`config.mk`:
```
export PLATFORM = sky130hd
export DESIGN_NAME = tcce_ctrl
export DESIGN_NICKNAME = d
export VERILOG_FILES = /design/src/hw/rtl/tcce_pkg.sv /design/src/hw/rtl/tcce_ctrl.sv
export SDC_FILE = /design/constraint.sdc
export NUM_CORES = 1
export LEC_CHECK = 0
export BUFFER_PORTS_ARGS = -buffer_cell sky130_fd_sc_hd__buf_2
export CELL_PAD_IN_SITES_DETAIL_PLACEMENT = 1
export CELL_PAD_IN_SITES_GLOBAL_PLACEMENT = 2
export CORE_MARGIN = 2
export CORE_UTILIZATION = 31
export CTS_BUF_LIST = sky130_fd_sc_hd__clkbuf_2 sky130_fd_sc_hd__clkbuf_4 sky130_fd_sc_hd__clkbuf_8
export CTS_CLUSTER_SIZE = 12
export DETAILED_ROUTE_END_ITERATION = 8
export GPL_ROUTABILITY_DRIVEN = 0
export PLACE_DENSITY_LB_ADDON = 0.2
export SKIP_CTS_REPAIR_TIMING = 1
export SYNTH_ARGS = -nofsm -noshare
export SYNTH_HDL_FRONTEND = slang
export SYNTH_SLANG_ARGS = --single-unit
export TNS_END_PERCENT = 5
```
`constraint.sdc`:
```
create_clock -name clk -period 3.5 [get_ports clk]
set_clock_uncertainty 0.1 [all_clocks]
set_input_delay 0.525 -clock clk [delete_from_list [all_inputs] [get_ports clk]]
set_output_delay 0.525 -clock clk [all_outputs]
set_load 0.01 [all_outputs]
```
`src/hw/rtl/tcce_pkg.sv`:
```
// tcce_pkg: shared types and constants of the text console cursor engine
// request/response payloads, datapath command and status structs, codes
// no dependencies
package tcce_pkg;

	// request codes
	localparam logic [1:0] REQ_PUT    = 2'd0;
	localparam logic [1:0] REQ_READ   = 2'd1;
	localparam logic [1:0] REQ_CLEAR  = 2'd2;
	localparam logic [1:0] REQ_SETCUR = 2'd3;

	// configuration register indexes
	localparam int unsigned CFG_IDX_W = 2;
	localparam logic [CFG_IDX_W-1:0] CFG_BACKGROUND = 2'd0;
	localparam logic [CFG_IDX_W-1:0] CFG_FOREGROUND = 2'd1;

	// character codes
	localparam logic [7:0] CH_NUL     = 8'h00;
	localparam logic [7:0] CH_TAB     = 8'h09;
	localparam logic [7:0] CH_NEWLINE = 8'h0A;
	localparam logic [7:0] CH_SPACE   = 8'h20;

	localparam logic [15:0] CELL_RESET = 16'h0F20;
	localparam logic [3:0]  BG_RESET   = 4'h0;
	localparam logic [3:0]  FG_RESET   = 4'hF;

	typedef struct packed {
		logic [1:0] req_type;
		logic [7:0] char_code;
		logic [4:0] row;
		logic [6:0] col;
	} req_t;

	typedef struct packed {
		logic [15:0] cell_value;
		logic [6:0]  cursor_col;
		logic [4:0]  cursor_row;
		logic        scrolled;
	} rsp_t;

	typedef enum logic [2:0] {
		OP_NONE   = 3'd0,
		OP_FILL   = 3'd1,
		OP_ACCEPT = 3'd2,
		OP_STEP   = 3'd3,
		OP_BLANK  = 3'd4,
		OP_CLEAR  = 3'd5,
		OP_SETCUR = 3'd6,
		OP_READ   = 3'd7
	} op_t;

	typedef struct packed {
		op_t  op;
		logic load_rsp;
	} cmd_t;

	typedef struct packed {
		logic [1:0] req_type;
		logic       is_zero;
		logic       scroll;
		logic       tab_more;
		logic       tab_left;
		logic       cells_last;
		logic       blank_last;
		logic       rsp_free;
	} stat_t;

endpackage

```
`src/hw/rtl/tcce_ctrl.sv`:
```
// tcce_ctrl: request sequencer of the text console cursor engine
// issues one datapath op per cycle, owns the request handshake
// depends on tcce_pkg
module tcce_ctrl (
	input  logic            clk,
	input  logic            arst_n,
	input  logic            req_valid,
	output logic            req_ready,
	input  tcce_pkg::stat_t stat,
	output tcce_pkg::cmd_t  cmd
);
	import tcce_pkg::*;

	typedef enum logic [6:0] {
		S_INIT  = 7'b0000001,
		S_IDLE  = 7'b0000010,
		S_EXEC  = 7'b0000100,
		S_STEP  = 7'b0001000,
		S_BLANK = 7'b0010000,
		S_CLEAR = 7'b0100000,
		S_DONE  = 7'b1000000
	} state_t;

	state_t state_q, state_d;

	always_comb begin
		state_d      = state_q;
		cmd.op       = OP_NONE;
		cmd.load_rsp = 1'b0;
		req_ready    = 1'b0;
		case (state_q)
			S_INIT: begin
				// fill the store with the reset cell
				cmd.op = OP_FILL;
				if (stat.cells_last) begin
					state_d = S_IDLE;
				end
			end
			S_IDLE: begin
				req_ready = 1'b1;
				if (req_valid) begin
					cmd.op  = OP_ACCEPT;
					state_d = S_EXEC;
				end
			end
			S_EXEC: begin
				case (stat.req_type)
					REQ_PUT: begin
						state_d = stat.is_zero ? S_DONE : S_STEP;
					end
					REQ_READ: begin
						cmd.op  = OP_READ;
						state_d = S_DONE;
					end
					REQ_CLEAR: begin
						state_d = S_CLEAR;
					end
					REQ_SETCUR: begin
						cmd.op  = OP_SETCUR;
						state_d = S_DONE;
					end
					default: begin
						state_d = S_DONE;
					end
				endcase
			end
			S_STEP: begin
				cmd.op = OP_STEP;
				if (stat.scroll) begin
					state_d = S_BLANK;
				end else if (stat.tab_more) begin
					state_d = S_STEP;
				end else begin
					state_d = S_DONE;
				end
			end
			S_BLANK: begin
				cmd.op = OP_BLANK;
				if (stat.blank_last) begin
					state_d = stat.tab_left ? S_STEP : S_DONE;
				end
			end
			S_CLEAR: begin
				cmd.op = OP_CLEAR;
				if (stat.cells_last) begin
					state_d = S_DONE;
				end
			end
			S_DONE: begin
				// once the response register is free, hand over the result and take the next item in the same cycle
				if (stat.rsp_free) begin
					cmd.load_rsp = 1'b1;
					req_ready    = 1'b1;
					if (req_valid) begin
						cmd.op  = OP_ACCEPT;
						state_d = S_EXEC;
					end else begin
						state_d = S_IDLE;
					end
				end
			end
			default: begin
				state_d = S_IDLE;
			end
		endcase
	end

	always_ff @(posedge clk or negedge arst_n) begin
		if (!arst_n) begin
			state_q <= S_INIT;
		end else begin
			state_q <= state_d;
		end
	end

endmodule

```
Yosys cells after proc, flatten, opt, wreduce, memory -nomap -nowiden
Index checks and enable logic that the tools add are counted.
- logic and storage cells: 38
- memory bits (read-only): 0
- register bits after elaboration: 7
- output and inout bits: 5
- input port bits: 12
- bits in latches: 0
- RAM bits: 0
- memories: 0
- order comparisons: 0
- multipliers: 0
- multiplexer cells: 19
- add/subtract/negate cells: 0
- reductions and logical operators: 3
- bitwise gates (word level): 0
- eq/ne operators: 15
- divide/modulo/power cells: 0
- shift operators: 0
- operators by type and width (kind ; number):
    $mux W7 ; 9
    $pmux W7 S7 ; 1
    $pmux W3 S7 ; 1
    $pmux W7 S3 ; 1
    $ne A2 B2 Y1 const B ; 5
    $eq A7 B1 Y1 const B ; 1
    $eq A7 B2 Y1 const B ; 1
    $eq A7 B3 Y1 const B ; 1
    $eq A7 B4 Y1 const B ; 1
    $eq A7 B5 Y1 const B ; 1
    $eq A7 B6 Y1 const B ; 1
    $eq A7 B7 Y1 const B ; 1
    $mux W3 ; 2
    $pmux W3 S2 ; 1
    $reduce_and A5 Y1 ; 1
    $eq A2 B2 Y1 const B ; 2
    $eq A2 B1 Y1 const B ; 1
    $logic_not A2 Y1 ; 1
    $mux W1 ; 2
    $mux W2 ; 1
    $pmux W1 S2 ; 1
    $reduce_or A2 Y1 ; 1

Depth between registers and ports, before layout
Gate-level depths: netlist of the first run.
- depth after elaboration: 4
- depth in mapped cells: 5
- gate-level depth less buffers: 4

Worst setup path after synthesis of the first run
Ideal clock, no wire load.
- path type: register -> output
- start: register state_q[1]
- end: output cmd[1] in the netlist's numbering
- stages on the path, launching flop included: 5
- data required time: 2.875 ns
- buffers on the path: 0
- path slack: 1.318 ns
- arrival time: 1.557 ns
- path through: dfrtp_1 nor4_4 nand4_2 or2_2 o21ai_0
- RTL lines (item ; RTL line ; source):
    start: declaration ; tcce_ctrl.sv:24 ; state_t state_q, state_d;
    start signal: assignment ; tcce_ctrl.sv:112 ; state_q <= state_d;
    end: declaration ; tcce_ctrl.sv:10 ; output tcce_pkg::cmd_t cmd

==> impl_metrics.env, run 1 <==
export IMPL_reg2reg_to="state_q[3]"
export IMPL_core_area_um2=1750
export IMPL_synth_common_cells="inv_1, nor2_1, dfrtp_1, o21ai_0, o211ai_1"
export IMPL_routed_wl_um=1670
export IMPL_synth_area_um2=576
export IMPL_cts_made_buffers=3
export IMPL_stdcell_count=114
export IMPL_h_tree_depth=1
export IMPL_slew_viol_final=0
export IMPL_tightest_slew_ns=0.603
export IMPL_synthesis_nets=83
export IMPL_fill_cells=227
export IMPL_synth_cell_type_count=36
export IMPL_first_iter_violations=7
export IMPL_clk_path_buf_depth=2
export IMPL_clk_pin_slew_worst_paths_ns=0.06
export IMPL_synth_seq_area_share=0.307
export IMPL_synth_compound_area_share=0.198
export IMPL_place_area_um2=674
export IMPL_start_util=0.330
export IMPL_avgSynthCellArea_um2=8.11
export IMPL_static_leakage_power_nw=0.327
export IMPL_slew_headroom=0.594
export IMPL_wl_per_cell_um=14.7
export IMPL_cts_tree="done"
export IMPL_critPathLaunchType="flop"
export IMPL_pre_cts_slack_ns=1.13
export IMPL_synth_area_leaders="dfrtp_1, inv_1, nor2_1, o211ai_1, dfstp_2"
export IMPL_hpwl_um=1350
export IMPL_async_flop_share=1.00
export IMPL_fmax_ghz=0.377
export IMPL_drc=0
export IMPL_largest_register="state_q"
export IMPL_yosys_area_share_simple=0.376
export IMPL_synth_top_area_frac=0.261
export IMPL_worst_slack_ns=0.850
export IMPL_p_per_area_nw_per_um2=613
export IMPL_synthMuxAreaShare=0
export IMPL_portBuffers=16
export IMPL_required_ns=2.87
export IMPL_holdPathEnd="state_q[4]"
export IMPL_arrival_ns=2.02
export IMPL_nNetsFinal=102
export IMPL_ant_nets=0
export IMPL_setup_tns_ns=0
export IMPL_yosys_most_used_dff="dfrtp_1"
export IMPL_vias=601
export IMPL_clock_latency_ns=0.26
export IMPL_die_h_um=47.1
export IMPL_hold_path_class="primary input to flop"
export IMPL_num_rows=15
export IMPL_crit_path_max_incr_delay_ns=0.47
export IMPL_grt_max_degree=10
export IMPL_setup_viol=0
export IMPL_final_util=0.409
export IMPL_synth_edf_count=0
export IMPL_finalCriticalPeriod_ns=2.65
export IMPL_synth_adder_area_share=0
export IMPL_r2r_start="state_q[1]"
export IMPL_dp_cells=109
export IMPL_path_max_fanout=7
export IMPL_yosys_area_top_type="dfrtp_1"
export IMPL_grt_overflow=0
export IMPL_synthXorXnorAreaFrac=0.0457
export IMPL_r2r_slack_ns=1.55
export IMPL_hold_viol=0
export IMPL_synth_top_family_by_area="simple AND/OR/NAND/NOR gates"
export IMPL_syn_inst=71
export IMPL_synth_warnings=0
export IMPL_antenna_found_initial=0
export IMPL_track_usage=0.179
export IMPL_die_w_um=47.1
export IMPL_ir_worst_vdd_uv=273
export IMPL_antenna_cells=0
export IMPL_largest_register_ffs=7
export IMPL_cpMaxStageDelayCell="dfrtp_1"
export IMPL_design_die_area_um2=2220
export IMPL_status="complete, no violations"
export IMPL_drive_above_1_share=0.292
export IMPL_cts_sinks=7
export IMPL_first_pass_iters=4
export IMPL_hp_start="stat[1]"
export IMPL_grt_pass1_vias=570
export IMPL_final_area_um2=714
export IMPL_min_delay_path_depth=2
export IMPL_maxCapViolCount=0
export IMPL_ys_ff_latch=7
export IMPL_cp_end_kind="output port"
export IMPL_cts_root_buffer="clkbuf_4"
export IMPL_timing_reg2reg_worst_path_depth=4
export IMPL_drt_vias_per_instance=5.27
export IMPL_io_pin_count=17
export IMPL_grt_pass1_wl_um=2640
export IMPL_top_regs="state_q: 7 flops"
export IMPL_cp_cell_sequence="nor4_4 > nand4_2 > or2_2 > o21ai_0 > buf_2"
export IMPL_final_period_utilization=0.757
export IMPL_area_growth_pct=24.1
export IMPL_rsz0062_at_grt="false"
export IMPL_crit_type="flop to output port"
[layout by cell type (no fill, tap or decap), types with 2 or more instances in the layout]
cell       n
buf_2     16
clkbuf_4   4
dfrtp_1    6
inv_1      8
nand2_1    2
nand3_1    3
nand4_1    2
nor2_1     8
nor3b_1    3
o211ai_1   4
o21ai_0    5
or4_1      2
xor2_1     2
[how the worst max path moves through the flow]
stage / from / endpoint / slack [ns] / depth (start not counted)
floorplan: state_q[1] / cmd[1] / 1.32 / 4
global placement: state_q[1] / cmd[1] / 1.12 / 5
detailed placement: state_q[1] / cmd[1] / 1.13 / 5
CTS: state_q[1] / cmd[1] / 0.83 / 5
global route: state_q[5] / cmd[1] / 0.65 / 5
finish: state_q[1] / cmd[1] / 0.85 / 5
[area by class of cell]
type	instances	area [µm²]	share of cell area
clock buffers	4	30.0	0.0420
well taps	25	31.3	0.0438
repair buffers	17	90.1	0.126
multi-input cells	53	357	0.499
flip-flops and latches	7	176	0.247
inverters	8	30.0	0.0420
[per-layer routing]
layer / track usage / vias up / wire length (µm)
met3: 0.0462 / 2 / 63
met4: 0.0667 / 0 / 14
met5: 0 / - / 0
met1: 0.227 / 287 / 797
met2: 0.293 / 13 / 797
li1: - / 299 / -
[critical path: cells and delay by family (launching register included)]
family / cells / cell delay, ns
compound gates: 1 / 0.14
buf+inv: 1 / 0.15
simple gates: 3 / 1.00
flops: 1 / 0.47
[cells by family (layout without fill, tap and decap cells)]
family / Yosys count / after routing
and+or+nand+nor: 33 / 33
AOI/OAI and AO/OA: 17 / 17
buffers and inverters: 11 / 29
xor gates and xnor gates: 3 / 3
DFF: 7 / 7
[power by group]
part	switching, mW	leakage, nW	internal, mW
registers	0.0367	0.0904	0.0971
clock network	0.0353	0.0184	0.0516
logic	0.120	0.218	0.0969
total	0.192	0.327	0.246
[metrics by stage]
stage / hold WS (ns) / total power, mW
6_report: 0.370 / 0.438
5_1_grt: 0.375 / 0.475
4_1_cts: -0.00897 / 0.444
3_5_place_dp: 0.277 / 0.353
3_3_place_gp: 0.276 / 0.352
2_1_floorplan: 0.129 / 0.284
Note: power is estimated with default switching activity, not from simulation.
==> run 2, diff against run 1 <==
CORE_UTILIZATION = 26   (was 31)
clock period = 2.12 ns   (was 3.5 ns; I/O delays follow)
==> run 2 against run 1 <==
  * The flow now finishes with violations (negative setup slack)
  * Die area increased by 18%
  * Via count increased by 11%
  * Global-route usage decreased by 2.8 points
  * Count of clock-buffer cells in the layout unchanged
  * Sequential cell count unchanged
  * Routed wire length increased by 14%
  * Total power increased by 94%
  * Utilization decreased by 0.51 points
  * Critical path type unchanged
  * Highest routed layer unchanged
==> impl_metrics.env, run 2 (same netlist as run 1, synthesis figures left out) <==
export IMPL_hold_viol=0
export IMPL_top_regs="state_q: 7 flops"
export IMPL_required_ns=1.70
export IMPL_holdPathEnd="state_q[4]"
export IMPL_slew_headroom=0.714
export IMPL_p_sw_mw=0.351
export IMPL_num_rows=17
export IMPL_multiInputGateArea_um2=365
export IMPL_grt_overflow=0
export IMPL_first_pass_iters=3
export IMPL_crit_path_max_incr_delay_ns=0.60
export IMPL_ir_worst_vdd_uv=373
export IMPL_ant_nets=0
export IMPL_first_iter_violations=2
export IMPL_fmax_ghz=0.450
export IMPL_p_seq_frac=0.229
export IMPL_antenna_found_initial=0
export IMPL_clk_path_buf_depth=2
export IMPL_critPathLaunchType="flop"
export IMPL_design_die_area_um2=2610
export IMPL_path_max_fanout=3
export IMPL_rsz0062_at_grt="true"
export IMPL_hp_start="stat[1]"
export IMPL_core_area_um2=2150
export IMPL_holdWs_ns=0.192
export IMPL_cts_sinks=7
export IMPL_hpwl_um=1530
export IMPL_fill_cells=281
export IMPL_wl_per_cell_um=14.3
export IMPL_r2r_slack_ns=-0.02
export IMPL_pre_cts_slack_ns=0.108
export IMPL_drt_vias_per_instance=4.96
export IMPL_cts_made_buffers=3
export IMPL_nNetsFinal=119
export IMPL_worst_slack_ns=-0.0998
export IMPL_track_usage=0.152
export IMPL_place_area_um2=753
export IMPL_violations="negative setup slack"
export IMPL_antenna_cells=0
export IMPL_r2r_start="state_q[4]"
export IMPL_cp_cell_sequence="or4_1 > nor2_1 > o21ai_1 > nand3_1 > buf_2"
export IMPL_p_per_area_nw_per_um2=979
export IMPL_h_tree_depth=1
export IMPL_cp_end_kind="output port"
export IMPL_final_util=0.404
export IMPL_slew_viol_final=0
export IMPL_largest_register="state_q"
export IMPL_crit_type="flop to output port"
export IMPL_cpMaxStageDelayCell="or4_1"
export IMPL_timing_reg2reg_worst_path_depth=8
export IMPL_grt_pass1_wl_um=2930
export IMPL_cts_tree="done"
export IMPL_p_sw_frac=0.413
export IMPL_drive_above_1_share=0.425
export IMPL_cts_root_buffer="clkbuf_4"
export IMPL_clock_latency_ns=0.25
export IMPL_grt_pass1_vias=650
export IMPL_drc=0
export IMPL_vias=665
export IMPL_die_w_um=51.1
export IMPL_tightest_slew_ns=0.425
export IMPL_cp_top_family="simple AND/OR/NAND/NOR gates"
export IMPL_min_delay_path_depth=2
export IMPL_die_h_um=51.1
export IMPL_routed_wl_um=1910
export IMPL_final_period_utilization=1.05
export IMPL_area_growth_pct=50.9
export IMPL_status="finished, violations left"
export IMPL_most_common_layout_cells="buf_2, buf_4, inv_1"
export IMPL_start_util=0.268
export IMPL_largest_register_ffs=7
export IMPL_register_area_um2=176
export IMPL_setup_viol=5
export IMPL_p_clk_frac=0.157
export IMPL_hold_path_class="primary input to flop"
export IMPL_final_area_um2=868
export IMPL_grt_max_degree=9
export IMPL_comb_power_share=0.614
export IMPL_arrival_ns=1.80
export IMPL_clk_pin_slew_worst_paths_ns=0.05
export IMPL_setup_tns_ns=-0.339
export IMPL_finalCriticalPeriod_ns=2.22
export IMPL_critPathBufInv=1
export IMPL_maxCapViolCount=0
export IMPL_power_internal_mw=0.499
export IMPL_portBuffers=16
export IMPL_reg2reg_to="state_q[3]"
export IMPL_static_leakage_power_nw=0.419
export IMPL_io_pin_count=17
run 2: routing by layer:
| layer | part of all wire | GRT usage | vias to the layer above |
|---|---|---|---|
| met2 | 0.49 | 0.253 | 13 |
| met1 | 0.47 | 0.201 | 313 |
| met4 | 0.011 | 0.0270 | 0 |
| met3 | 0.032 | 0.0351 | 2 |
| met5 | 0 | 0 | - |
| li1 | - | - | 337 |
run 2: worst register-to-register path, cell delays in order (launching register included):
cell and delay [ns]:
dfrtp_1 0.39, buf_6 0.14, nor4_4 0.34, nand4_2 0.16
buf_4 0.16, buf_4 0.12, buf_4 0.12, or4_1 0.41
a31oi_1 0.14
run 2: through the flow:
| stage | power [mW] | std cells |
|---|---|---|
| 3_5_place_dp | 0.672 | 122 |
| 5_1_grt | 0.928 | 134 |
| 6_report | 0.850 | 134 |
| 2_1_floorplan | 0.469 | 71 |
| 4_1_cts | 0.812 | 126 |
| 3_3_place_gp | 0.672 | 122 |
run 2: worst max-delay path by stage:
stage          startpoint      to  cells after the start
6_report       state_q[4]  cmd[2]                      5
3_5_place_dp   state_q[1]  cmd[1]                      5
4_1_cts        state_q[1]  cmd[1]                      5
2_1_floorplan  state_q[1]  cmd[1]                      4
3_3_place_gp   state_q[4]  cmd[2]                      5
5_1_grt        state_q[4]  cmd[1]                      6
run 2: layout make-up:
| type | count | share of cell area |
|---|---|---|
| Tap cell | 28 | 0.0403 |
| Inverter | 8 | 0.0346 |
| Clock buffer | 4 | 0.0346 |
| Sequential cell | 7 | 0.203 |
| Timing Repair Buffer | 34 | 0.267 |
| Multi-Input combinational cell | 53 | 0.421 |
run 2: power by group through the flow:
stage,Combinational (mW),Clock (mW),Sequential [mW]
2_1_floorplan,0.269,0,0.200
3_3_place_gp,0.477,0,0.196
5_1_grt,0.576,0.151,0.201
6_report,0.522,0.133,0.195
4_1_cts,0.478,0.139,0.195
3_5_place_dp,0.474,0,0.197
